$ cat config.mk
export PLATFORM = sky130hd
export DESIGN_NAME = intel_hex_record_writer_top
export DESIGN_NICKNAME = d
export VERILOG_FILES = /design/src/hdl/ihw_pkg.sv /design/src/hdl/ihw_front.sv /design/src/hdl/ihw_fifo.sv /design/src/hdl/ihw_back.sv /design/src/hdl/intel_hex_record_writer_top.sv
export SDC_FILE = /design/constraint.sdc
export NUM_CORES = 1
export LEC_CHECK = 0
export BUFFER_PORTS_ARGS = -buffer_cell sky130_fd_sc_hd__clkbuf_2
export CAP_MARGIN = 10
export CORE_MARGIN = 1.5
export CORE_UTILIZATION = 40
export DETAILED_ROUTE_END_ITERATION = 10
export HOLD_SLACK_MARGIN = 0.15
export PLACE_DENSITY = 0.62
export SYNTH_ARGS = -nofsm -noshare
export SYNTH_HDL_FRONTEND = slang
export SYNTH_SLANG_ARGS = --single-unit
$ cat constraint.sdc
create_clock -name clk_i -period 3.2 [get_ports clk_i]
set_input_delay 0.64 -clock clk_i [delete_from_list [all_inputs] [get_ports clk_i]]
set_output_delay 0.64 -clock clk_i [all_outputs]
set_load 0.02 [all_outputs]
$ cat src/hdl/ihw_pkg.sv
package ihw_pkg;

  // Request selector as it arrives on tuser
  typedef enum logic [1:0] {
    REQ_DATA   = 2'd0,
    REQ_ORIGIN = 2'd1,
    REQ_END    = 2'd2,
    REQ_NONE   = 2'd3
  } req_e;

  // Command kinds passed from the front end to the record engine
  typedef enum logic [1:0] {
    CMD_DATA   = 2'd0,
    CMD_ORIGIN = 2'd1,
    CMD_END    = 2'd2
  } cmd_e;

  typedef struct packed {
    cmd_e        kind;
    logic [7:0]  data;
    logic [15:0] org_addr;
    logic [7:0]  org_sum;
  } cmd_t;

  typedef enum logic [3:0] {
    ST_IDLE,
    ST_COLON,
    ST_COUNT,
    ST_ADDR_HI,
    ST_ADDR_LO,
    ST_TYPE,
    ST_DATA,
    ST_CHECK,
    ST_CR,
    ST_LF,
    ST_EOF_REC,
    ST_EOF_CR,
    ST_EOF_LF,
    ST_EOF_MARK
  } state_e;

  localparam logic [7:0] CHAR_COLON = 8'h3A;
  localparam logic [7:0] CHAR_ZERO  = 8'h30;
  localparam logic [7:0] CHAR_CR    = 8'h0D;
  localparam logic [7:0] CHAR_LF    = 8'h0A;
  localparam logic [7:0] CHAR_EOF   = 8'h1A;

  localparam logic [7:0] REC_TYPE_DATA = 8'h00;
  // Zeros that follow the colon of the end-of-file record
  localparam logic [3:0] EOF_ZEROS = 4'd10;

  localparam logic [2:0] REG_CRLF_ADDR = 3'd0;

  function automatic logic [7:0] hex_char(input logic [3:0] v);
    logic [7:0] r;
    if (v < 4'd10) begin
      r = {4'h3, v};
    end else begin
      r = 8'h37 + {4'h0, v};
    end
    return r;
  endfunction

  function automatic logic [7:0] addr_sum(input logic [15:0] a);
    return a[15:8] + a[7:0];
  endfunction

endpackage

$ cat src/hdl/ihw_front.sv
module ihw_front (
  input  logic                s_axis_tvalid,
  output logic                s_axis_tready,
  input  logic [1:0]          s_axis_tuser,  // [1:0] req_type
  input  logic [23:0]         s_axis_tdata,  // [7:0] data_byte, [23:8] address
  output logic                push_valid_o,
  input  logic                push_ready_i,
  output ihw_pkg::cmd_t       push_cmd_o
);
  import ihw_pkg::*;

  req_e        req;
  logic [15:0] addr;
  logic [15:0] org;

  assign req  = req_e'(s_axis_tuser);
  assign addr = s_axis_tdata[23:8];

  assign s_axis_tready = push_ready_i;

  always_comb begin
    push_valid_o       = 1'b0;
    push_cmd_o.kind    = CMD_DATA;
    org                = 16'd0;
    case (req)
      REQ_DATA: begin
        push_valid_o    = s_axis_tvalid;
        push_cmd_o.kind = CMD_DATA;
        // origin of the next record if this byte completes one
        org             = addr + 16'd1;
      end
      REQ_ORIGIN: begin
        push_valid_o    = s_axis_tvalid;
        push_cmd_o.kind = CMD_ORIGIN;
        org             = addr;
      end
      REQ_END: begin
        push_valid_o    = s_axis_tvalid;
        push_cmd_o.kind = CMD_END;
        org             = 16'd0;
      end
      default: begin
        // unused selector: take the transfer and drop it
        push_valid_o = 1'b0;
      end
    endcase
    push_cmd_o.data     = s_axis_tdata[7:0];
    push_cmd_o.org_addr = org;
    push_cmd_o.org_sum  = addr_sum(org);
  end

endmodule

$ cat src/hdl/ihw_fifo.sv
module ihw_fifo (
  input  logic          clk_i,
  input  logic          rst_ni,
  input  logic          push_valid_i,
  output logic          push_ready_o,
  input  ihw_pkg::cmd_t push_cmd_i,
  output logic          pop_valid_o,
  input  logic          pop_ready_i,
  output ihw_pkg::cmd_t pop_cmd_o
);
  import ihw_pkg::*;

  cmd_t       slot_q [2];
  logic       wr_ptr_q, wr_ptr_d;
  logic       rd_ptr_q, rd_ptr_d;
  logic [1:0] level_q, level_d;
  logic       push, pop;

  assign push_ready_o = (level_q != 2'd2);
  assign pop_valid_o  = (level_q != 2'd0);
  assign pop_cmd_o    = slot_q[rd_ptr_q];

  assign push = push_valid_i && push_ready_o;
  assign pop  = pop_valid_o && pop_ready_i;

  always_comb begin
    wr_ptr_d = push ? ~wr_ptr_q : wr_ptr_q;
    rd_ptr_d = pop ? ~rd_ptr_q : rd_ptr_q;
    level_d  = level_q + {1'b0, push} - {1'b0, pop};
  end

  always_ff @(posedge clk_i or negedge rst_ni) begin
    if (!rst_ni) begin
      wr_ptr_q <= 1'b0;
      rd_ptr_q <= 1'b0;
      level_q  <= 2'd0;
    end else begin
      wr_ptr_q <= wr_ptr_d;
      rd_ptr_q <= rd_ptr_d;
      level_q  <= level_d;
    end
  end

  always_ff @(posedge clk_i) begin
    if (push) begin
      slot_q[wr_ptr_q] <= push_cmd_i;
    end
  end

endmodule

$ cat src/hdl/ihw_back.sv
module ihw_back #(
  parameter int RECORD_BYTES = 16
) (
  input  logic          clk_i,
  input  logic          rst_ni,
  input  logic          crlf_i,
  input  logic          cmd_valid_i,
  output logic          cmd_ready_o,
  input  ihw_pkg::cmd_t cmd_i,
  output logic          m_axis_tvalid,
  input  logic          m_axis_tready,
  output logic [7:0]    m_axis_tdata,  // [7:0] out_char
  output logic          m_axis_tlast
);
  import ihw_pkg::*;

  localparam int IdxW = (RECORD_BYTES > 1) ? $clog2(RECORD_BYTES) : 1;
  localparam int CntW = $clog2(RECORD_BYTES + 1);

  state_e            state_q, state_d;
  logic              nib_q, nib_d;
  logic [IdxW-1:0]   idx_q, idx_d;
  logic [3:0]        eof_cnt_q, eof_cnt_d;
  logic [CntW-1:0]   cnt_q, cnt_d;
  logic [15:0]       addr_q, addr_d;
  logic [7:0]        sum_q, sum_d;
  logic [15:0]       org_addr_q, org_addr_d;
  logic [7:0]        org_sum_q, org_sum_d;
  logic              end_q, end_d;

  logic [7:0]        mem_q [RECORD_BYTES];
  logic [7:0]        rd_q;
  logic              wr_en;

  logic              ov_q;
  logic [7:0]        oc_q;
  logic              ol_q;

  logic              emit, emit_last, adv, fire;
  logic [7:0]        emit_char;
  logic [7:0]        cur_byte;
  logic [7:0]        chk;

  assign chk  = 8'd0 - sum_q - 8'(cnt_q);
  assign adv  = !ov_q || m_axis_tready;
  assign fire = emit && adv;

  assign cmd_ready_o   = (state_q == ST_IDLE);
  assign m_axis_tvalid = ov_q;
  assign m_axis_tdata  = oc_q;
  assign m_axis_tlast  = ol_q;

  // Character for the current sequencer position
  always_comb begin
    emit      = 1'b1;
    emit_last = 1'b0;
    cur_byte  = REC_TYPE_DATA;
    case (state_q)
      ST_COUNT:   cur_byte = 8'(cnt_q);
      ST_ADDR_HI: cur_byte = addr_q[15:8];
      ST_ADDR_LO: cur_byte = addr_q[7:0];
      ST_DATA:    cur_byte = rd_q;
      ST_CHECK:   cur_byte = chk;
      default:    cur_byte = REC_TYPE_DATA;
    endcase
    emit_char = hex_char(nib_q ? cur_byte[3:0] : cur_byte[7:4]);
    case (state_q)
      ST_IDLE:     emit = 1'b0;
      ST_COLON:    emit_char = CHAR_COLON;
      ST_CR:       emit_char = CHAR_CR;
      ST_LF: begin
        emit_char = CHAR_LF;
        emit_last = !end_q;
      end
      ST_EOF_REC:  emit_char = (eof_cnt_q == 4'd0) ? CHAR_COLON : CHAR_ZERO;
      ST_EOF_CR:   emit_char = CHAR_CR;
      ST_EOF_LF:   emit_char = CHAR_LF;
      ST_EOF_MARK: begin
        emit_char = CHAR_EOF;
        emit_last = 1'b1;
      end
      default: begin
      end
    endcase
  end

  always_comb begin
    state_d    = state_q;
    nib_d      = nib_q;
    idx_d      = idx_q;
    eof_cnt_d  = eof_cnt_q;
    cnt_d      = cnt_q;
    addr_d     = addr_q;
    sum_d      = sum_q;
    org_addr_d = org_addr_q;
    org_sum_d  = org_sum_q;
    end_d      = end_q;
    wr_en      = 1'b0;
    case (state_q)
      ST_IDLE: begin
        nib_d     = 1'b0;
        idx_d     = '0;
        eof_cnt_d = 4'd0;
        if (cmd_valid_i) begin
          org_addr_d = cmd_i.org_addr;
          org_sum_d  = cmd_i.org_sum;
          end_d      = (cmd_i.kind == CMD_END);
          case (cmd_i.kind)
            CMD_DATA: begin
              wr_en = 1'b1;
              cnt_d = cnt_q + CntW'(1);
              sum_d = sum_q + cmd_i.data;
              if (cnt_q + CntW'(1) == CntW'(RECORD_BYTES)) begin
                state_d = ST_COLON;
              end
            end
            CMD_ORIGIN, CMD_END: begin
              if (cnt_q == '0) begin
                // nothing buffered: take the new origin at once
                addr_d  = cmd_i.org_addr;
                sum_d   = cmd_i.org_sum;
                state_d = (cmd_i.kind == CMD_END) ? ST_EOF_REC : ST_IDLE;
              end else begin
                state_d = ST_COLON;
              end
            end
            default: begin
            end
          endcase
        end
      end
      ST_COLON: begin
        if (fire) begin
          state_d = ST_COUNT;
        end
      end
      ST_COUNT, ST_ADDR_HI, ST_ADDR_LO, ST_TYPE, ST_DATA, ST_CHECK: begin
        if (fire) begin
          nib_d = !nib_q;
          if (nib_q) begin
            case (state_q)
              ST_COUNT:   state_d = ST_ADDR_HI;
              ST_ADDR_HI: state_d = ST_ADDR_LO;
              ST_ADDR_LO: state_d = ST_TYPE;
              ST_TYPE:    state_d = ST_DATA;
              ST_DATA: begin
                if (CntW'(idx_q) + CntW'(1) == cnt_q) begin
                  state_d = ST_CHECK;
                end else begin
                  idx_d = idx_q + IdxW'(1);
                end
              end
              default:    state_d = crlf_i ? ST_CR : ST_LF;
            endcase
          end
        end
      end
      ST_CR: begin
        if (fire) begin
          state_d = ST_LF;
        end
      end
      ST_LF: begin
        if (fire) begin
          cnt_d   = '0;
          addr_d  = org_addr_q;
          sum_d   = org_sum_q;
          state_d = end_q ? ST_EOF_REC : ST_IDLE;
        end
      end
      ST_EOF_REC: begin
        if (fire) begin
          if (eof_cnt_q == EOF_ZEROS) begin
            state_d = crlf_i ? ST_EOF_CR : ST_EOF_LF;
          end else begin
            eof_cnt_d = eof_cnt_q + 4'd1;
          end
        end
      end
      ST_EOF_CR: begin
        if (fire) begin
          state_d = ST_EOF_LF;
        end
      end
      ST_EOF_LF: begin
        if (fire) begin
          state_d = ST_EOF_MARK;
        end
      end
      ST_EOF_MARK: begin
        if (fire) begin
          state_d = ST_IDLE;
        end
      end
      default: state_d = ST_IDLE;
    endcase
  end

  always_ff @(posedge clk_i or negedge rst_ni) begin
    if (!rst_ni) begin
      state_q   <= ST_IDLE;
      nib_q     <= 1'b0;
      idx_q     <= '0;
      eof_cnt_q <= 4'd0;
      cnt_q     <= '0;
      addr_q    <= 16'd0;
      sum_q     <= 8'd0;
      end_q     <= 1'b0;
      ov_q      <= 1'b0;
    end else begin
      state_q   <= state_d;
      nib_q     <= nib_d;
      idx_q     <= idx_d;
      eof_cnt_q <= eof_cnt_d;
      cnt_q     <= cnt_d;
      addr_q    <= addr_d;
      sum_q     <= sum_d;
      end_q     <= end_d;
      if (adv) begin
        ov_q <= emit;
      end
    end
  end

  always_ff @(posedge clk_i) begin
    org_addr_q <= org_addr_d;
    org_sum_q  <= org_sum_d;
    if (fire) begin
      oc_q <= emit_char;
      ol_q <= emit_last;
    end
  end

  // Record buffer; read one index ahead so the data digits never wait
  always_ff @(posedge clk_i) begin
    if (wr_en) begin
      mem_q[cnt_q[IdxW-1:0]] <= cmd_i.data;
    end
    rd_q <= mem_q[idx_d];
  end

endmodule

$ cat src/hdl/intel_hex_record_writer_top.sv
// A byte that completes a record, an origin with bytes buffered, or an end request
// passes the queue, engine state and output registers before its first character;
// other requests emit nothing. Throughput: bytes buffer while idle; the single
// character sequencer then emits one per cycle to a ready sink, up to 45 a record.
// Reset: asynchronous, active low; clears the buffer count, address, sum and queue,
// and sets CR LF line ends.
module intel_hex_record_writer_top #(
  parameter int RECORD_BYTES = 16
) (
  input  logic        clk_i,
  input  logic        rst_ni,
  input  logic        s_axis_tvalid,
  output logic        s_axis_tready,
  input  logic [1:0]  s_axis_tuser,  // [1:0] req_type
  input  logic [23:0] s_axis_tdata,  // [7:0] data_byte, [23:8] address
  output logic        m_axis_tvalid,
  input  logic        m_axis_tready,
  output logic [7:0]  m_axis_tdata,  // [7:0] out_char
  output logic        m_axis_tlast,  // last_char
  input  logic        psel,
  input  logic        penable,
  input  logic        pwrite,
  input  logic [2:0]  paddr,
  input  logic [31:0] pwdata,
  output logic [31:0] prdata,
  output logic        pready
);
  import ihw_pkg::*;

  logic crlf_q;
  logic push_valid, push_ready;
  cmd_t push_cmd;
  logic pop_valid, pop_ready;
  cmd_t pop_cmd;

  assign pready = 1'b1;
  assign prdata = (paddr == REG_CRLF_ADDR) ? {31'd0, crlf_q} : 32'd0;

  always_ff @(posedge clk_i or negedge rst_ni) begin
    if (!rst_ni) begin
      crlf_q <= 1'b1;
    end else if (psel && penable && pwrite && pready && paddr == REG_CRLF_ADDR) begin
      crlf_q <= pwdata[0];
    end
  end

  ihw_front u_front (
    .s_axis_tvalid (s_axis_tvalid),
    .s_axis_tready (s_axis_tready),
    .s_axis_tuser  (s_axis_tuser),
    .s_axis_tdata  (s_axis_tdata),
    .push_valid_o  (push_valid),
    .push_ready_i  (push_ready),
    .push_cmd_o    (push_cmd)
  );

  ihw_fifo u_fifo (
    .clk_i        (clk_i),
    .rst_ni       (rst_ni),
    .push_valid_i (push_valid),
    .push_ready_o (push_ready),
    .push_cmd_i   (push_cmd),
    .pop_valid_o  (pop_valid),
    .pop_ready_i  (pop_ready),
    .pop_cmd_o    (pop_cmd)
  );

  ihw_back #(
    .RECORD_BYTES (RECORD_BYTES)
  ) u_back (
    .clk_i         (clk_i),
    .rst_ni        (rst_ni),
    .crlf_i        (crlf_q),
    .cmd_valid_i   (pop_valid),
    .cmd_ready_o   (pop_ready),
    .cmd_i         (pop_cmd),
    .m_axis_tvalid (m_axis_tvalid),
    .m_axis_tready (m_axis_tready),
    .m_axis_tdata  (m_axis_tdata),
    .m_axis_tlast  (m_axis_tlast)
  );

  // A run of output ends only on a line feed or the end-of-file marker
  assert property (@(posedge clk_i) disable iff (!rst_ni)
    m_axis_tvalid && m_axis_tlast |-> (m_axis_tdata == CHAR_LF || m_axis_tdata == CHAR_EOF))
    else $error("tlast on a character other than LF or EOF marker");

  assert property (@(posedge clk_i) disable iff (!rst_ni)
    m_axis_tvalid && m_axis_tdata == CHAR_EOF |-> m_axis_tlast)
    else $error("EOF marker without tlast");

  assert property (@(posedge clk_i) disable iff (!rst_ni)
    m_axis_tvalid && m_axis_tdata == CHAR_CR |-> !m_axis_tlast)
    else $error("CR marked as last character");

  // A full queue always has a command on offer to the engine
  assert property (@(posedge clk_i) disable iff (!rst_ni)
    !push_ready |-> pop_valid)
    else $error("queue full but empty");

endmodule

==> Word-level counts from Yosys, hierarchy flattened <==
Memories as Yosys holds them, arrays and structs flattened. A register that Yosys moved wholly into a read port is not among the register bits.
Cells that the tools add are included.
{ "op_classes": {"n_lt_le_gt_ge": 1, "muxes": 63, "eq_ne": 40, "n_bitwise": 2, "reduce_logical": 32, "n_addsub": 12} }
{ "op_table": {"columns": ["operator", "n"], "rows": [
  ["$mux 4", 24],
  ["$pmux 8 s5", 2],
  ["$mux 16", 4],
  ["$pmux 16 s2", 2],
  ["$pmux 4 s9", 1],
  ["$mux 8", 4],
  ["$pmux 8 s2", 2],
  ["$eq 4x4->1 const B", 7],
  ["$pmux 4 s2", 3],
  ["$ne 2x1->1 const B", 11],
  ["$pmux 4 s5", 1],
  ["$add 16x1->16 const B", 1],
  ["$add 8x8->8", 2],
  ["$eq 4x3->1 const B", 4],
  ["$mux 5", 3],
  ["$reduce_and 14->1", 1],
  ["$mux 1", 12],
  ["$ne 2x2->1 const B", 5],
  ["$pmux 5 s2", 1],
  ["$reduce_and 5->1", 2],
  ["$ne 3x3->1 const B", 3],
  ["$add 4x1->4 const B", 2],
  ["$eq 4x2->1 const B", 2],
  ["$logic_not 4->1", 2],
  ["other kinds (31)", 49]
]} }
{ "totals": {"word_cells": 169, "ramBits": 196, "inputBits": 68, "mem_count": 2, "register_bits": 82, "output_inout_bits": 44} }
{ "mem_list": {"columns": ["memory", "words", "word_bits", "read_ports", "rd_ports_with_merged_regs", "wr", "line_no", "source"], "rows": [
  ["u_back.mem_q", 16, 8, 1, 1, 1, "ihw_back.sv:31", "logic [7:0] mem_q [RECORD_BYTES];"],
  ["u_fifo.slot_q", 2, 34, 1, 0, 1, "ihw_fifo.sv:13", "cmd_t slot_q [2];"]
]} }

==> Longest topological paths before layout <==
Gate-level depths: netlist of run 1.
{ "logic_depth": {"depth_word": 7, "ltp_mapped": 17, "ltp_nobuf": 17} }

==> Cells and area by module <==
From an unflattened synthesis of run 1, not the netlist that was laid out.
{ "unflattened": {"hier_cells": 1135, "hier_area_um2": 13827.0} }
{ "modules_own_cells": {"columns": ["mod", "cells_per_inst", "seq_area_each_um2", "n_inst", "area_each_um2"], "rows": [
  ["ihw_back", 861, 6065.8, 1, 9957.0],
  ["ihw_fifo", 123, 2142.1, 1, 2777.7],
  ["ihw_front", 112, 0.0, 1, 783.3],
  ["intel_hex_record_writer_top", 39, 26.3, 1, 309.0]
]} }

==> Worst setup path after synthesis of run 1 <==
OpenSTA, ideal clock, no wires.
{ "synth_timing": {"path_kind": "flip-flop to flip-flop", "startpoint": "reg u_fifo.rd_ptr_q", "endpoint": "reg u_back.sum_q[7]", "n_path_buf": 3, "synth_period_minus_slack_ns": 3.481, "path_stages_with_launch": 15, "setup_time_ns": 0.121, "arrival_ns": 3.361, "path_slack_ns": -0.281, "required_time_ns": 3.079, "cell_sequence": "dfrtp_1 > clkbuf_1 > buf_1 > buf_1 > mux2i_1 > inv_1 > ha_1 > a21o_1 > a21oi_1 > o21bai_1 > a21oi_1 > o21ai_0 > xnor3_1 > o21ai_0 > a22o_1"} }
{ "synth_lines": {"columns": ["element", "line_no", "source"], "rows": [
  ["from (decl)", "ihw_fifo.sv:15", "logic rd_ptr_q, rd_ptr_d;"],
  ["from (signal assigned)", "ihw_fifo.sv:39", "rd_ptr_q <= rd_ptr_d;"],
  ["to (signal assigned)", "ihw_back.sv:217", "sum_q <= sum_d;"],
  ["to (decl)", "ihw_back.sv:26", "logic [7:0] sum_q, sum_d;"]
]} }

==> Worst setup path after layout of run 1 <==
{ "layout_timing": {"startpoint": "reg u_back.idx_q[0]", "endpoint": "reg u_back.rd_q[0], read port of u_back.mem_q"} }
{ "layout_via": {"elab_chain_len": 7, "elab_cells_between_ends": 8, "cone_classes": "add/sub (2); eq/ne (1); mux (5)"} }
{ "layout_rtl": {"columns": ["element", "line_no", "source"], "rows": [
  ["from (decl)", "ihw_back.sv:22", "logic [IdxW-1:0] idx_q, idx_d;"],
  ["from (signal assigned)", "ihw_back.sv:213", "idx_q <= idx_d;"],
  ["$add 4x1->5", "ihw_back.sv:147", "if (CntW'(idx_q) + CntW'(1) == cnt_q) begin"],
  ["$eq 5x5->1", "ihw_back.sv:147", null],
  ["$mux 4", "ihw_back.sv:147", null],
  ["$mux 4", "ihw_back.sv:141", "case (state_q)"],
  ["$mux 4", "ihw_back.sv:140", "if (nib_q) begin"],
  ["$mux 4", "ihw_back.sv:138", "if (fire) begin"],
  ["$pmux 4 s2 *", "ihw_back.sv:99", "case (state_q)"],
  ["to (decl)", "ihw_back.sv:32", "logic [7:0] rd_q;"]
]} }
Every way passes the cells marked *; elsewhere a longest branch is shown, timed or not.
A chain may end at the register's enable or synchronous reset.

==> results of run 1 <==
==> metal layers <==
metal  global-route usage, %  up-vias  wire (um)
met4                    4.83        0        748
met3                    2.05       51       1350
li1                        -     4209          -
met2                    27.0      218      13700
met5                       0        -          0
met1                    23.7     4266      14100
==> cells by family after synthesis <==
family                     count (synthesis)
AOI/OAI and AO/OA                        186
xor gates and xnor gates                  42
adders and majority gates                 43
buffers and inverters                    128
DFF                                      285
muxes                                    132
other                                      2
and+or+nand+nor                          249
==> worst paths after layout <==
check	startpoint	endpoint	slack, ns	cells after the start
setup / recovery	u_back.idx_q[0]	u_back.rd_q[0]	0.04	13
setup reg to reg	u_back.idx_q[0]	u_back.rd_q[0]	0.04	13
hold / removal	rst_ni	u_fifo.wr_ptr_q	0.20	1
max in group asynchronous	rst_ni	u_back.sum_q[4]	2.21	2
min in group clk_i	s_axis_tdata[6]	u_fifo.slot_q[0][30]	0.28	1
hold reg to reg	u_fifo.level_q[1]	u_fifo.level_q[1]	0.51	1
==> layout make-up <==
class / count / area, um^2 / area share, %
sequential: 285 / 8230 / 49.8
multi-input combinational: 685 / 5130 / 31.0
timing repair buffer: 182 / 1460 / 8.86
clock buffer: 42 / 816 / 4.94
tap: 448 / 561 / 3.39
inverter: 46 / 173 / 1.05
clock inverter: 14 / 144 / 0.871
==> Yosys cell counts (all sizes together) (4+ instances only) <==
master	n
nor2b	10
ha	40
and3	4
nor2	110
mux2i	65
dfxtp	8
mux2	67
xnor2	23
xor2	17
nand4	6
o31ai	8
o211ai	10
nor3	13
o21bai	6
or3	4
o21ai	41
nand2	59
inv	46
a2111oi	32
a31oi	6
nand2b	7
edfxtp	228
a21oi	49
dfrtp	48
and2	5
o22ai	4
buf	57
or4	8
a21boi	4
a21o	6
nand3	11
clkbuf	25
==> placed cells by master, fill, tap and decap left out, types with 6 or more instances in the layout <==
cell / netlist / routed
sky130_fd_sc_hd__xnor2_1: 23 / 21
sky130_fd_sc_hd__nand2_1: 59 / 59
sky130_fd_sc_hd__o211ai_1: 10 / 10
sky130_fd_sc_hd__o21ai_0: 38 / 32
sky130_fd_sc_hd__dfxtp_1: 8 / 8
sky130_fd_sc_hd__xor2_1: 17 / 17
sky130_fd_sc_hd__a2111oi_2: 0 / 8
sky130_fd_sc_hd__ha_1: 40 / 38
sky130_fd_sc_hd__o31ai_1: 8 / 7
sky130_fd_sc_hd__edfxtp_1: 228 / 228
sky130_fd_sc_hd__nor2_2: 0 / 15
sky130_fd_sc_hd__a21o_1: 6 / 6
sky130_fd_sc_hd__mux2_2: 59 / 57
sky130_fd_sc_hd__a21oi_1: 48 / 44
sky130_fd_sc_hd__o21ai_1: 3 / 6
sky130_fd_sc_hd__nor2b_1: 10 / 10
sky130_fd_sc_hd__nand3_1: 11 / 9
sky130_fd_sc_hd__nor2_1: 110 / 93
sky130_fd_sc_hd__nor3_1: 12 / 12
sky130_fd_sc_hd__buf_4: 35 / 118
sky130_fd_sc_hd__clkbuf_16: 0 / 32
sky130_fd_sc_hd__a2111oi_0: 32 / 14
sky130_fd_sc_hd__inv_1: 45 / 45
sky130_fd_sc_hd__o21bai_1: 6 / 6
sky130_fd_sc_hd__clkbuf_2: 0 / 47
sky130_fd_sc_hd__mux2_4: 0 / 7
sky130_fd_sc_hd__nand2b_1: 7 / 7
sky130_fd_sc_hd__conb_1: 2 / 33
sky130_fd_sc_hd__dfrtp_1: 48 / 48
sky130_fd_sc_hd__nand4_1: 6 / 6
sky130_fd_sc_hd__mux2i_1: 65 / 63
sky130_fd_sc_hd__buf_12: 0 / 10
sky130_fd_sc_hd__clkbuf_1: 25 / 10
sky130_fd_sc_hd__a31oi_1: 6 / 6
sky130_fd_sc_hd__a2111oi_1: 0 / 10
sky130_fd_sc_hd__clkinv_2: 0 / 6
==> timing repair <==
action | CTS | global route
buffers inserted | 7 | 14
resized for setup | 11 | 69
pin swaps | 3 | 17
cloned | 1 | 2
setup endpoints to repair | 12 | 31
endpoints found under the hold margin | 0 | 0
==> sequential cells by signal, summed over array words and instances (netlist names), 2 cells and up <==
name / flops
u_back.cnt_q: 5
u_back.org_sum_q: 8
u_back.mem_q: 128
u_back.rd_q: 8
u_back.m_axis_tdata: 7
u_back.addr_q: 16
u_back.idx_q: 4
u_fifo.level_q: 2
u_back.state_q: 4
u_back.sum_q: 8
u_back.eof_cnt_q: 4
u_back.org_addr_q: 16
u_fifo.slot_q: 68
==> power groups by stage <==
stage               registers [W]  logic (W)  clock network [W]
detailed placement        0.00532    0.00483                  0
finish                    0.00525    0.00505            0.00337
floorplan                 0.00529    0.00324                  0
global route              0.00531    0.00556            0.00359
global placement          0.00530    0.00476                  0
CTS                       0.00525    0.00488            0.00342
==> metrics by stage <==
stage / cell area [um^2] / power [W]
global placement: 15100 / 0.0101
finish: 16500 / 0.0137
floorplan: 13700 / 0.00853
global route: 16500 / 0.0145
CTS: 16200 / 0.0136
detailed placement: 15100 / 0.0102
==> metrics list, run 1 <==
- Signed area change from the synthesized netlist to the final layout: 21.4%
- Fillers: 3019
- Clock-pin slew on the worst setup and hold paths: 0.06 ns
- Clock tree from TritonCTS: yes
- Detail-routed via count per cell: 5.14
- Pins over their slew limit: 0
* Row count: 67
- Wire per inst: 17.5 um
- After Yosys synthesis, and, or, nand and nor cells account for 8.38% of the synthesized area.
- Post-route non-filler standard cell count: 1702
* Inserted Diodes: 0
- Initial core utilization: 40.6%
- Most common flop cell mapped by yosys: sky130_fd_sc_hd__edfxtp_1
- Pwr Density: 827 nW/um^2
- Setup repair after global routing could not meet its margin everywhere.
- Summing the areas of all fa, ha and maj instances in the mapped netlist gives 4.12% of the synthesized area.
* Pin count of the biggest net entering global routing: 35
- Depth of the CTS H-tree: 1
* Post-Place Worst Slack: -0.187 ns
* Residual antenna-violating net count after detailed routing: 0
* Cell class contributing the biggest share of worst-path delay: simple AND/OR/NAND/NOR gates
- Net switching share of the total power: 34.6%
- Measured on the finished design, the core utilization comes to 49.3%.
- Measured along the y axis, the die boundary spans 187 um.
- Number of remaining DRC errors: 0
- CTS saw 285 sinks.
- Warnings from Yosys: 0
- At the end of routability-driven placement, the weighted congestion stood at 0.877.
* Chain of cells forming the critical path: ha_4 > xnor2_2 > nand3_2 > o31ai_2 > buf_4 > mux2i_4 > buf_6 > buf_16 > buf_12 > mux2_2 > nor2_1 > a2111oi_1 > or4_1
* Bufs on Longest Clock Path: 3
* Area share of the leading cell type in the synthesized netlist: 50.3%
- Number of iterations in the first detailed-routing pass: 5
* Iter 0 DRT Violations: 620
- The worst setup path is launched from a flop.
* GRT Residual Overflow: 0
* Cell variety after synth: 66
- Peak ir drop on the vdd network: 0.434 mV
- The first global-routing pass estimated 46700 um of wire.
- Die Footprint: 35100 um^2
- In this run, the combinational gates consume 37.0% of the power.
* Final worst path period share: 98.7%
* Outcome: finished, final reports clean
- Endpoint class of the critical path: flop
- For this run, the slowest stage of the critical path takes 0.54 ns.
- Int Power: 0.00894 W
- Of the total synthesized cell area, the portion taken by XOR and XNOR cells is 2.90%.
* Sequential share of power: 38.4%
* Setup TNS: 0 ns
* Clock power share: 24.6%
* Share of synthesized area occupied by flip-flops and latches: 60.5%
* Crit path required time: 3.62 ns
- Counting flops with an async set or reset pin after synthesis yields a share of 17.2%.
- For the worst setup path, the data arrival time is 3.58 ns.
- A synthesized cell averages 12.8 um^2.
* HPWL after detailed placement: 20300 um
- Input and output buffers added on the ports amount to 47.
- Cells after Synth: 1067
- Via count: 8744
- In the post-route analysis, the smallest setup slack over all paths is 0.0402 ns.
- Die X: 187 um
- Area of the core: 33500 um^2
- Vias in the first global route: 8593
- Synthesized-area fraction occupied by ao, oa, aoi and oai cells: 8.99%
* Root buffer cell: sky130_fd_sc_hd__clkbuf_16
* Share of cells above drive strength 1: 27.8%
- Initial antenna violation count: 0
- Total length of routed wires: 29900 um
* Hold-fix buffers at CTS: 0
- The critical path is of the flop to flop type.
* Min Tclk post-route: 3.16 ns
- Slew headroom: 37.5%
- Across the run, the number of max-cap violations was 0.
- Of the post-synthesis cell area, the part taken by muxes is 10.3%.
- Cell type contributing the most total cell area after synthesis: sky130_fd_sc_hd__edfxtp_1
* EDFF count, synth: 228
* Net switching power figure: 0.00472 W
- The synthesized design contains 285 register bits.
* Number of nets in the layout: 1341
* Min-Delay Path Class: input pin to async pin
* Worst-Margin Slew: 0.938 ns
- Number of instances in the placed design: 1626
- Worst hold slack: 0.200 ns
- Netlist area before placement: 13600 um^2
- By area, the combinational part of the netlist is dominated by multiplexers.
- Worst Path Buf+Inv: 4
- Count of pins on the block boundary: 112
* Clock network latency to the later pin of the worst-skew pair: 0.57 ns
- Top post-synthesis cells by area: sky130_fd_sc_hd__edfxtp_1, sky130_fd_sc_hd__dfrtp_1, sky130_fd_sc_hd__mux2_2
- Worst-path fanout max: 6
- Summed over all cells, the static leakage comes to 6.21 nW.
* Final Setup Violations: 0
- Highest clock frequency the design can meet: 316 MHz
- The hold violation count in the final report was 0.
- Counting the buffers created by CTS gives 30.
- Total routing usage reported by global routing: 16.7%
- The slowest stage of the critical path belongs to the cell sky130_fd_sc_hd__or4_1.
- Post-Route Skew: 0.0200 ns
No activity file was read; power rests on OpenSTA's default activity.
==> run 2, diff against run 1 <==
--- a/config.mk
+++ b/config.mk
@@ -5,13 +5,14 @@
 export SDC_FILE = /design/constraint.sdc
 export NUM_CORES = 1
 export LEC_CHECK = 0
-export BUFFER_PORTS_ARGS = -buffer_cell sky130_fd_sc_hd__clkbuf_2
 export CAP_MARGIN = 10
 export CORE_MARGIN = 1.5
 export CORE_UTILIZATION = 40
 export DETAILED_ROUTE_END_ITERATION = 10
+export DONT_BUFFER_PORTS = 1
 export HOLD_SLACK_MARGIN = 0.15
-export PLACE_DENSITY = 0.62
+export PLACE_DENSITY = 0.59
+export REMOVE_ABC_BUFFERS = 1
 export SYNTH_ARGS = -nofsm -noshare
 export SYNTH_HDL_FRONTEND = slang
 export SYNTH_SLANG_ARGS = --single-unit
==> metrics list, run 2 (synthesized netlist as in run 1, its figures left out) <==
* Share of cells above drive strength 1: 25.8% (-2.0 points)
- The port buffer count is 0 (-100%).
- Die boundary height: 187 um (unchanged)
- Setup repair after global routing could not meet its margin everywhere.
* Min Tclk post-route: 3.10 ns (-0.0601 ns)
- The summed area of non-filler cells in the final layout was 16500 um^2 (about the same).
* Final hold violations: 0 (unchanged)
* Number of iterations in the first detailed-routing pass: 7 (+2)
- Post-Route Skew: 0.0123 ns (-0.00765 ns)
* Number of flip-flops in the largest register: 128 (unchanged)
- Crit Path Class: flop to flop
- Vias in the first global route: 8315 (-3.2%)
* Peak ir drop on the vdd network: 0.486 mV (+12%)
- The number of rows created at floorplan came to 67 (unchanged).
- First-pass GRT wire length: 46600 um (-0.22%)
* Residual antenna-violating net count after detailed routing: 0 (unchanged)
- Final Setup Violations: 0 (unchanged)
- Leading cell type in the layout, fill and taps excluded: sky130_fd_sc_hd__edfxtp_1
- The biggest cell delay along the critical path was 0.53 ns (about the same).
- The count of pins over their slew limit came to 0 (unchanged).
* Metal3 WL: 1380 um (+2.4%)
* Max-cap violations: 0 (unchanged)
- Routed signal wires occupy layers up through met4.
- The post-route total power came to 0.0141 W (+3.2%).
* Area post-placement: 14800 um^2 (-2.1%)
* Critical path data arrival time: 3.52 ns (-0.06 ns)
* Slew headroom: 57.3% (+20 points)
* HPWL after detailed placement: 20200 um (-0.94%)
- Outcome: finished, final reports clean
* Endpoint class of the critical path: flop
- Clock-pin slew on the worst setup and hold paths: 0.06 ns (about the same)
- Count of pins on the block boundary: 112 (unchanged)
- Bufs on Longest Clock Path: 3 (unchanged)
- Leading cell types in the layout, fill and taps excluded: sky130_fd_sc_hd__edfxtp_1, sky130_fd_sc_hd__buf_4, sky130_fd_sc_hd__nor2_1, sky130_fd_sc_hd__mux2i_1, sky130_fd_sc_hd__nand2_1
- Weighted congestion reported at the end of routability-driven placement: 0.866 (-1.2%)
- Root buffer cell: sky130_fd_sc_hd__clkbuf_16
- The placed cell count came to 1578 (-3.0%).
- The effective utilization at floorplan came to 40.6% (unchanged).
- Iter 0 DRT Violations: 636 (+2.6%)
* Total routing usage reported by global routing: 16.9% (+0.18 points)
- GRT Residual Overflow: 0 (unchanged)
- The width of the die was 187 um (unchanged).
* Depth of the CTS H-tree: 1 (unchanged)
* Worst-path fanout max: 6 (unchanged)
- The power per cell area came to 854 nW/um^2 (+3.3%).
* Setup crit start kind: flop
- Leak Pwr: 6.10 nW (-1.6%)
* Pin count of the biggest net entering global routing: 50 (+43%)
- Area of the core: 33500 um^2 (unchanged)
* Worst-Margin Slew: 0.638 ns (-0.300 ns)
* Signed area change from the synthesized netlist to the final layout: 21.3% (about the same)
- The final routed wire length divided by cell count came to 18.2 um (+3.7%).
- The routed wire length on met2 is 13900 um (+1.3%).
- The timing-limited maximum frequency came to 323 MHz (+1.9%).
* Clock tree from TritonCTS: yes
- The antenna diode count is 0 (unchanged).
* Highest-delay cell along the critical path: sky130_fd_sc_hd__or4_1
- CTS Buf Count: 30 (unchanged)
- The number of nets in the finished design came to 1302 (-2.9%).
* Fillers: 2976 (-1.4%)
- The critical path goes through and4bb_2 > nor4b_1 > o31ai_2 > buf_4 > mux2i_4 > buf_6 > buf_6 > buf_12 > buf_8 > mux2_4 > nor2_2 > a2111oi_1 > or4_1.
* Post-route non-filler standard cell count: 1663 (-2.3%)
- The clock latency of the later-clocked register in the worst-skew pair is 0.55 ns (-0.02 ns).
- The detailed-route vias per instance is 5.13 (-0.16%).
* Via count: 8530 (-2.4%)
* Crit path required time: 3.62 ns (about the same)
* Detailed-routing wirelength on met1: 14400 um (+2.1%)
- The die footprint is 35100 um^2 (unchanged).
- The wire length after detailed routing was 30200 um (+1.3%).
* Setup TNS: 0 ns (unchanged)
* Number of remaining DRC errors: 0 (unchanged)
* CP most frequent cell: sky130_fd_sc_hd__buf_6
* Initial antenna violation count: 0 (unchanged)
- The part of the cycle the worst path needs is 96.9% (-1.9 points).
- Min-Delay Path Class: input pin to flop
- Clock sink total: 285 (unchanged)
## run 2: report_power, final
group | internal, W | switching (W) | total, W | leakage [nW]
Sequential | 0.00495 | 0.000363 | 0.00531 | 2.73
Combinational | 0.00202 | 0.00299 | 0.00501 | 2.85
Clock | 0.00237 | 0.00141 | 0.00378 | 0.520
Total | 0.00934 | 0.00476 | 0.0141 | 6.10
## run 2: metal layers
metal / up-vias / global-route usage, %
met3: 43 / 2.51
met2: 222 / 26.7
met4: 0 / 4.55
met1: 4130 / 24.3
li1: 4135 / -
met5: - / 0
## run 2: per-stage QoR
step / util, % / worst slack [ns] / hold WS, ns
6_report: 49.2 / 0.100 / 0.181
5_1_grt: 49.2 / -0.0465 / 0.157
4_1_cts: 48.2 / -0.0931 / 0.159
3_5_place_dp: 44.0 / -0.172 / 0.346
3_3_place_gp: 44.0 / -0.155 / 0.346
2_1_floorplan: - / -3.57 / 0.344
## run 2: cell type report
class | instances | area, um^2 | area share [%]
multi-input cells | 685 | 5200 | 31.5
well taps | 448 | 561 | 3.40
clock buffers | 38 | 781 | 4.73
repair buffers | 143 | 1250 | 7.59
flip-flops and latches | 285 | 8240 | 49.9
inverters | 46 | 175 | 1.06
clock inverters | 18 | 304 | 1.84
## run 2: critical path, delay by kind of cell (launching register included)
family | cells | cell delay [ns]
compound gates | 2 | 0.17
flops | 1 | 0.37
mux | 2 | 0.48
simple gates | 4 | 1.29
buf+inv | 5 | 0.65
## run 2: timing repair
action                     in CTS  in global routing
setup endpoints to repair      15                 13
buffers inserted               15                 20
resized for setup              40                 82
hold endpoints to repair       49                  0
gates cloned                    2                  0
hold buffers                    2                  0
pin swaps                       9                 15
## run 2: path summary, 6_finish.rpt
kind                              startpoint              endpoint  slack, ns  cells past startpoint
setup / recovery           u_back.state_q[3]        u_back.rd_q[0]       0.10                     13
min in group asynchronous             rst_ni   u_back.eof_cnt_q[2]       0.61                      2
hold / removal               s_axis_tdata[7]  u_fifo.slot_q[0][31]       0.18                      0
setup reg to reg           u_back.state_q[3]        u_back.rd_q[0]       0.10                     13
hold reg to reg                 u_back.end_q          u_back.end_q       0.52                      2
max in group asynchronous             rst_ni                crlf_q       2.32                      2
==> run 3, diff against run 2 <==
--- a/config.mk
+++ b/config.mk
@@ -5,14 +5,15 @@
 export SDC_FILE = /design/constraint.sdc
 export NUM_CORES = 1
 export LEC_CHECK = 0
+export BUFFER_PORTS_ARGS = -buffer_cell sky130_fd_sc_hd__clkbuf_2
 export CAP_MARGIN = 10
 export CORE_MARGIN = 1.5
 export CORE_UTILIZATION = 40
 export DETAILED_ROUTE_END_ITERATION = 10
-export DONT_BUFFER_PORTS = 1
 export HOLD_SLACK_MARGIN = 0.15
-export PLACE_DENSITY = 0.59
+export PLACE_DENSITY = 0.62
 export REMOVE_ABC_BUFFERS = 1
+export SETUP_SLACK_MARGIN = 0.5
 export SYNTH_ARGS = -nofsm -noshare
 export SYNTH_HDL_FRONTEND = slang
 export SYNTH_SLANG_ARGS = --single-unit
==> metrics list, run 3 (synthesized netlist as in run 1, its figures left out) <==
- The die footprint was 35100 um^2 (unchanged).
- Initial antenna violation count: 0 (unchanged)
* Pwr Density: 834 nW/um^2 (-2.4%)
- Worst Setup SP: u_back.idx_q[0]
- Root buffer cell: sky130_fd_sc_hd__clkbuf_16
* Max-cap violations: 0 (unchanged)
- Final Util: 51.0% (+1.7 points)
* Worst-path fanout max: 23 (+17)
* Pin count of the biggest net entering global routing: 46 (-8.0%)
- Initial core utilization: 40.6% (unchanged)
- The detailed-route vias per instance came to 5.16 (+0.64%).
* Violations in the final reports: setup timing
- Setup TNS: -0.00284 ns (-0.00284 ns)
- Leak Pwr: 6.41 nW (+5.1%)
- Clock tree from TritonCTS: yes
- The worst slew slack as a fraction of its limit is 53.8% (-3.5 points).
- R2r setup slk: -0.003 ns (-0.10 ns)
- The total congestion overflow after global routing is 0 (unchanged).
- The maximum level of the CTS H-tree came to 1 (unchanged).
- The met2 demand-to-capacity share in global routing is 27.9% (+1.3 points).
* CTS Buf Count: 30 (unchanged)
- Bufs on Longest Clock Path: 3 (unchanged)
- Total routing usage reported by global routing: 17.6% (+0.66 points)
* Post-route non-filler standard cell count: 1721 (+3.5%)
- The cell depth of the worst min-delay path is 1 (+1).
* Row count: 67 (unchanged)
- The count of cells along the worst register-to-register path was 13 (unchanged).
- Pins over their slew limit: 0 (unchanged)
- Power, Total: 0.0142 W (+1.0%)
* Iter 0 DRT Violations: 666 (+4.7%)
* R2R Path Start: u_back.idx_q[0]
- Crit path to: u_back.rd_q[2]
- The global routing met3 resource utilization is 2.31% (-0.21 points).
- Area of the core: 33500 um^2 (unchanged)
- The antenna diode count is 0 (unchanged).
- The CTS clock-pin slew for the worst setup and hold paths was 0.06 ns (about the same).
* Endpoint class of the critical path: flop
* Highest clock frequency the design can meet: 312 MHz (-3.2%)
- From synthesis to final layout, the design area changed by 25.6%.
- The number of vias after detailed routing came to 8884 (+4.2%).
- The fraction of layout instances using a drive strength above 1 came to 32.7% (+6.8 points).
* Leading cell type in the layout, fill and taps excluded: sky130_fd_sc_hd__edfxtp_1
* Crit Path Class: flop to flop
- Worst-Margin Slew: 0.676 ns (+0.0377 ns)
- The final critical-path setup slack is -0.00284 ns (-0.103 ns).
- Residual antenna-violating net count after detailed routing: 0 (unchanged)
- Leading cell types in the layout, fill and taps excluded: sky130_fd_sc_hd__edfxtp_1, sky130_fd_sc_hd__buf_4, sky130_fd_sc_hd__nor2_1, sky130_fd_sc_hd__mux2i_1, sky130_fd_sc_hd__nand2_1
- Total length of routed wires: 31200 um (+3.3%)
* End of the worst register-to-register path: u_back.rd_q[2]
* Wire per inst: 18.1 um (-0.22%)
- The highest ir drop seen on vdd was 0.411 mV (-15%).
* Number of iterations in the first detailed-routing pass: 5 (-2)
- The met1 track utilization from global routing was 25.0% (+0.66 points).
- Vias in the first global route: 8653 (+4.1%)
* Clock sink total: 285 (unchanged)
- Crit path required time: 3.70 ns (+0.08 ns)
* Min-Delay Path Class: input pin to flop
- Outcome: finished with violations
* First-pass GRT wire length: 48300 um (+3.7%)
- Most utilized layer in the global route result: met2
* Fillers: 2917 (-2.0%)
- Number of remaining DRC errors: 0 (unchanged)
- Final hold violations: 0 (unchanged)
* Count of pins on the block boundary: 112 (unchanged)
* Number of nets in the layout: 1360 (+4.5%)
* Number of flip-flops in the largest register: 128 (unchanged)
- The width of the die came to 187 um (unchanged).
- The final setup violation count came to 1 (+1).
- Number of instances in the placed design: 1635 (+3.6%)
* Setup repair after global routing missed its margin: true
- Critical path data arrival time: 3.70 ns (+0.18 ns)
* Final worst path period share: 100% (+3.2 points)
- HPWL after detailed placement: 20500 um (+1.6%)
- The final critical-path required period was 3.20 ns (+0.103 ns).
- Clock network latency to the later pin of the worst-skew pair: 0.56 ns (about the same)
- The port buffer count came to 47 (+47).
- The setup clock skew after layout came to 0.0114 ns (-0.000932 ns).
* Die boundary height: 187 um (unchanged)
- The global placement routability congestion came to 0.886 (+2.3%).
- STA classifies the critical path startpoint as a flop.
[run 3: metrics by stage]
step / area, um^2 / setup slack [ns] / hold slack [ns]
6_report: 17100 / -0.00284 / 0.274
3_3_place_gp: 15100 / -0.239 / 0.487
5_1_grt: 17100 / -0.0880 / 0.250
2_1_floorplan: 13300 / -3.57 / 0.344
3_5_place_dp: 15100 / -0.279 / 0.491
4_1_cts: 16600 / 0.0216 / 0.248
[run 3: how the worst min path moves through the flow]
| stage | slack (ns) | to | startpoint |
|---|---|---|---|
| final | 0.27 | u_fifo.slot_q[0][29] | s_axis_tdata[5] |
| after global routing | 0.25 | u_fifo.slot_q[1][25] | s_axis_tdata[1] |
| after CTS | 0.25 | u_fifo.slot_q[1][29] | s_axis_tdata[5] |
| after detailed placement | 0.49 | u_fifo.level_q[1] | u_fifo.level_q[1] |
| after global placement | 0.49 | u_fifo.level_q[1] | u_fifo.level_q[1] |
| after floorplan | 0.34 | u_back.addr_q[0] | rst_ni |
[run 3: power breakdown]
group	internal, W	switching (W)	leakage (nW)
clock network	0.00196	0.00139	0.480
registers	0.00495	0.000299	2.73
logic	0.00236	0.00329	3.20
[run 3: critical path, stage by stage (launching register included)]
cell and delay (ns):
sky130_fd_sc_hd__dfrtp_1 0.43, sky130_fd_sc_hd__ha_4 0.27, sky130_fd_sc_hd__xnor2_2 0.13, sky130_fd_sc_hd__nand3_2 0.09
sky130_fd_sc_hd__buf_4 0.11, sky130_fd_sc_hd__buf_4 0.09, sky130_fd_sc_hd__buf_4 0.10, sky130_fd_sc_hd__o31ai_1 0.06
sky130_fd_sc_hd__or3_1 0.37, sky130_fd_sc_hd__mux2i_4 0.32, sky130_fd_sc_hd__buf_12 0.23, sky130_fd_sc_hd__nor2_1 0.08
sky130_fd_sc_hd__a2111oi_0 0.63, sky130_fd_sc_hd__or4_1 0.22
[run 3: what timing repair did]
| action | 4_1_cts | 5_1_grt |
|---|---|---|
| gates cloned | 3 | 1 |
| hold buffers | 1 | 0 |
| hold endpoints to repair | 15 | 0 |
| setup buffers | 15 | 10 |
| endpoints found under the setup margin | 30 | 36 |
| resized for setup | 106 | 88 |
| pin swaps | 41 | 45 |
[run 3: layout make-up]
class	instances	area [um^2]	area share [%]
flip-flops and latches	285	8240	48.2
clock inverters	12	95.1	0.556
inverters	46	180	1.05
well taps	448	561	3.28
multi-input cells	685	5490	32.1
repair buffers	201	1660	9.69
clock buffers	44	873	5.11
[run 3: layer usage]
layer | wire length [um] | vias to the layer above
met2 | 14500 | 248
met3 | 1840 | 52
met5 | 0 | -
li1 | - | 4251
met4 | 777 | 0
met1 | 14100 | 4333
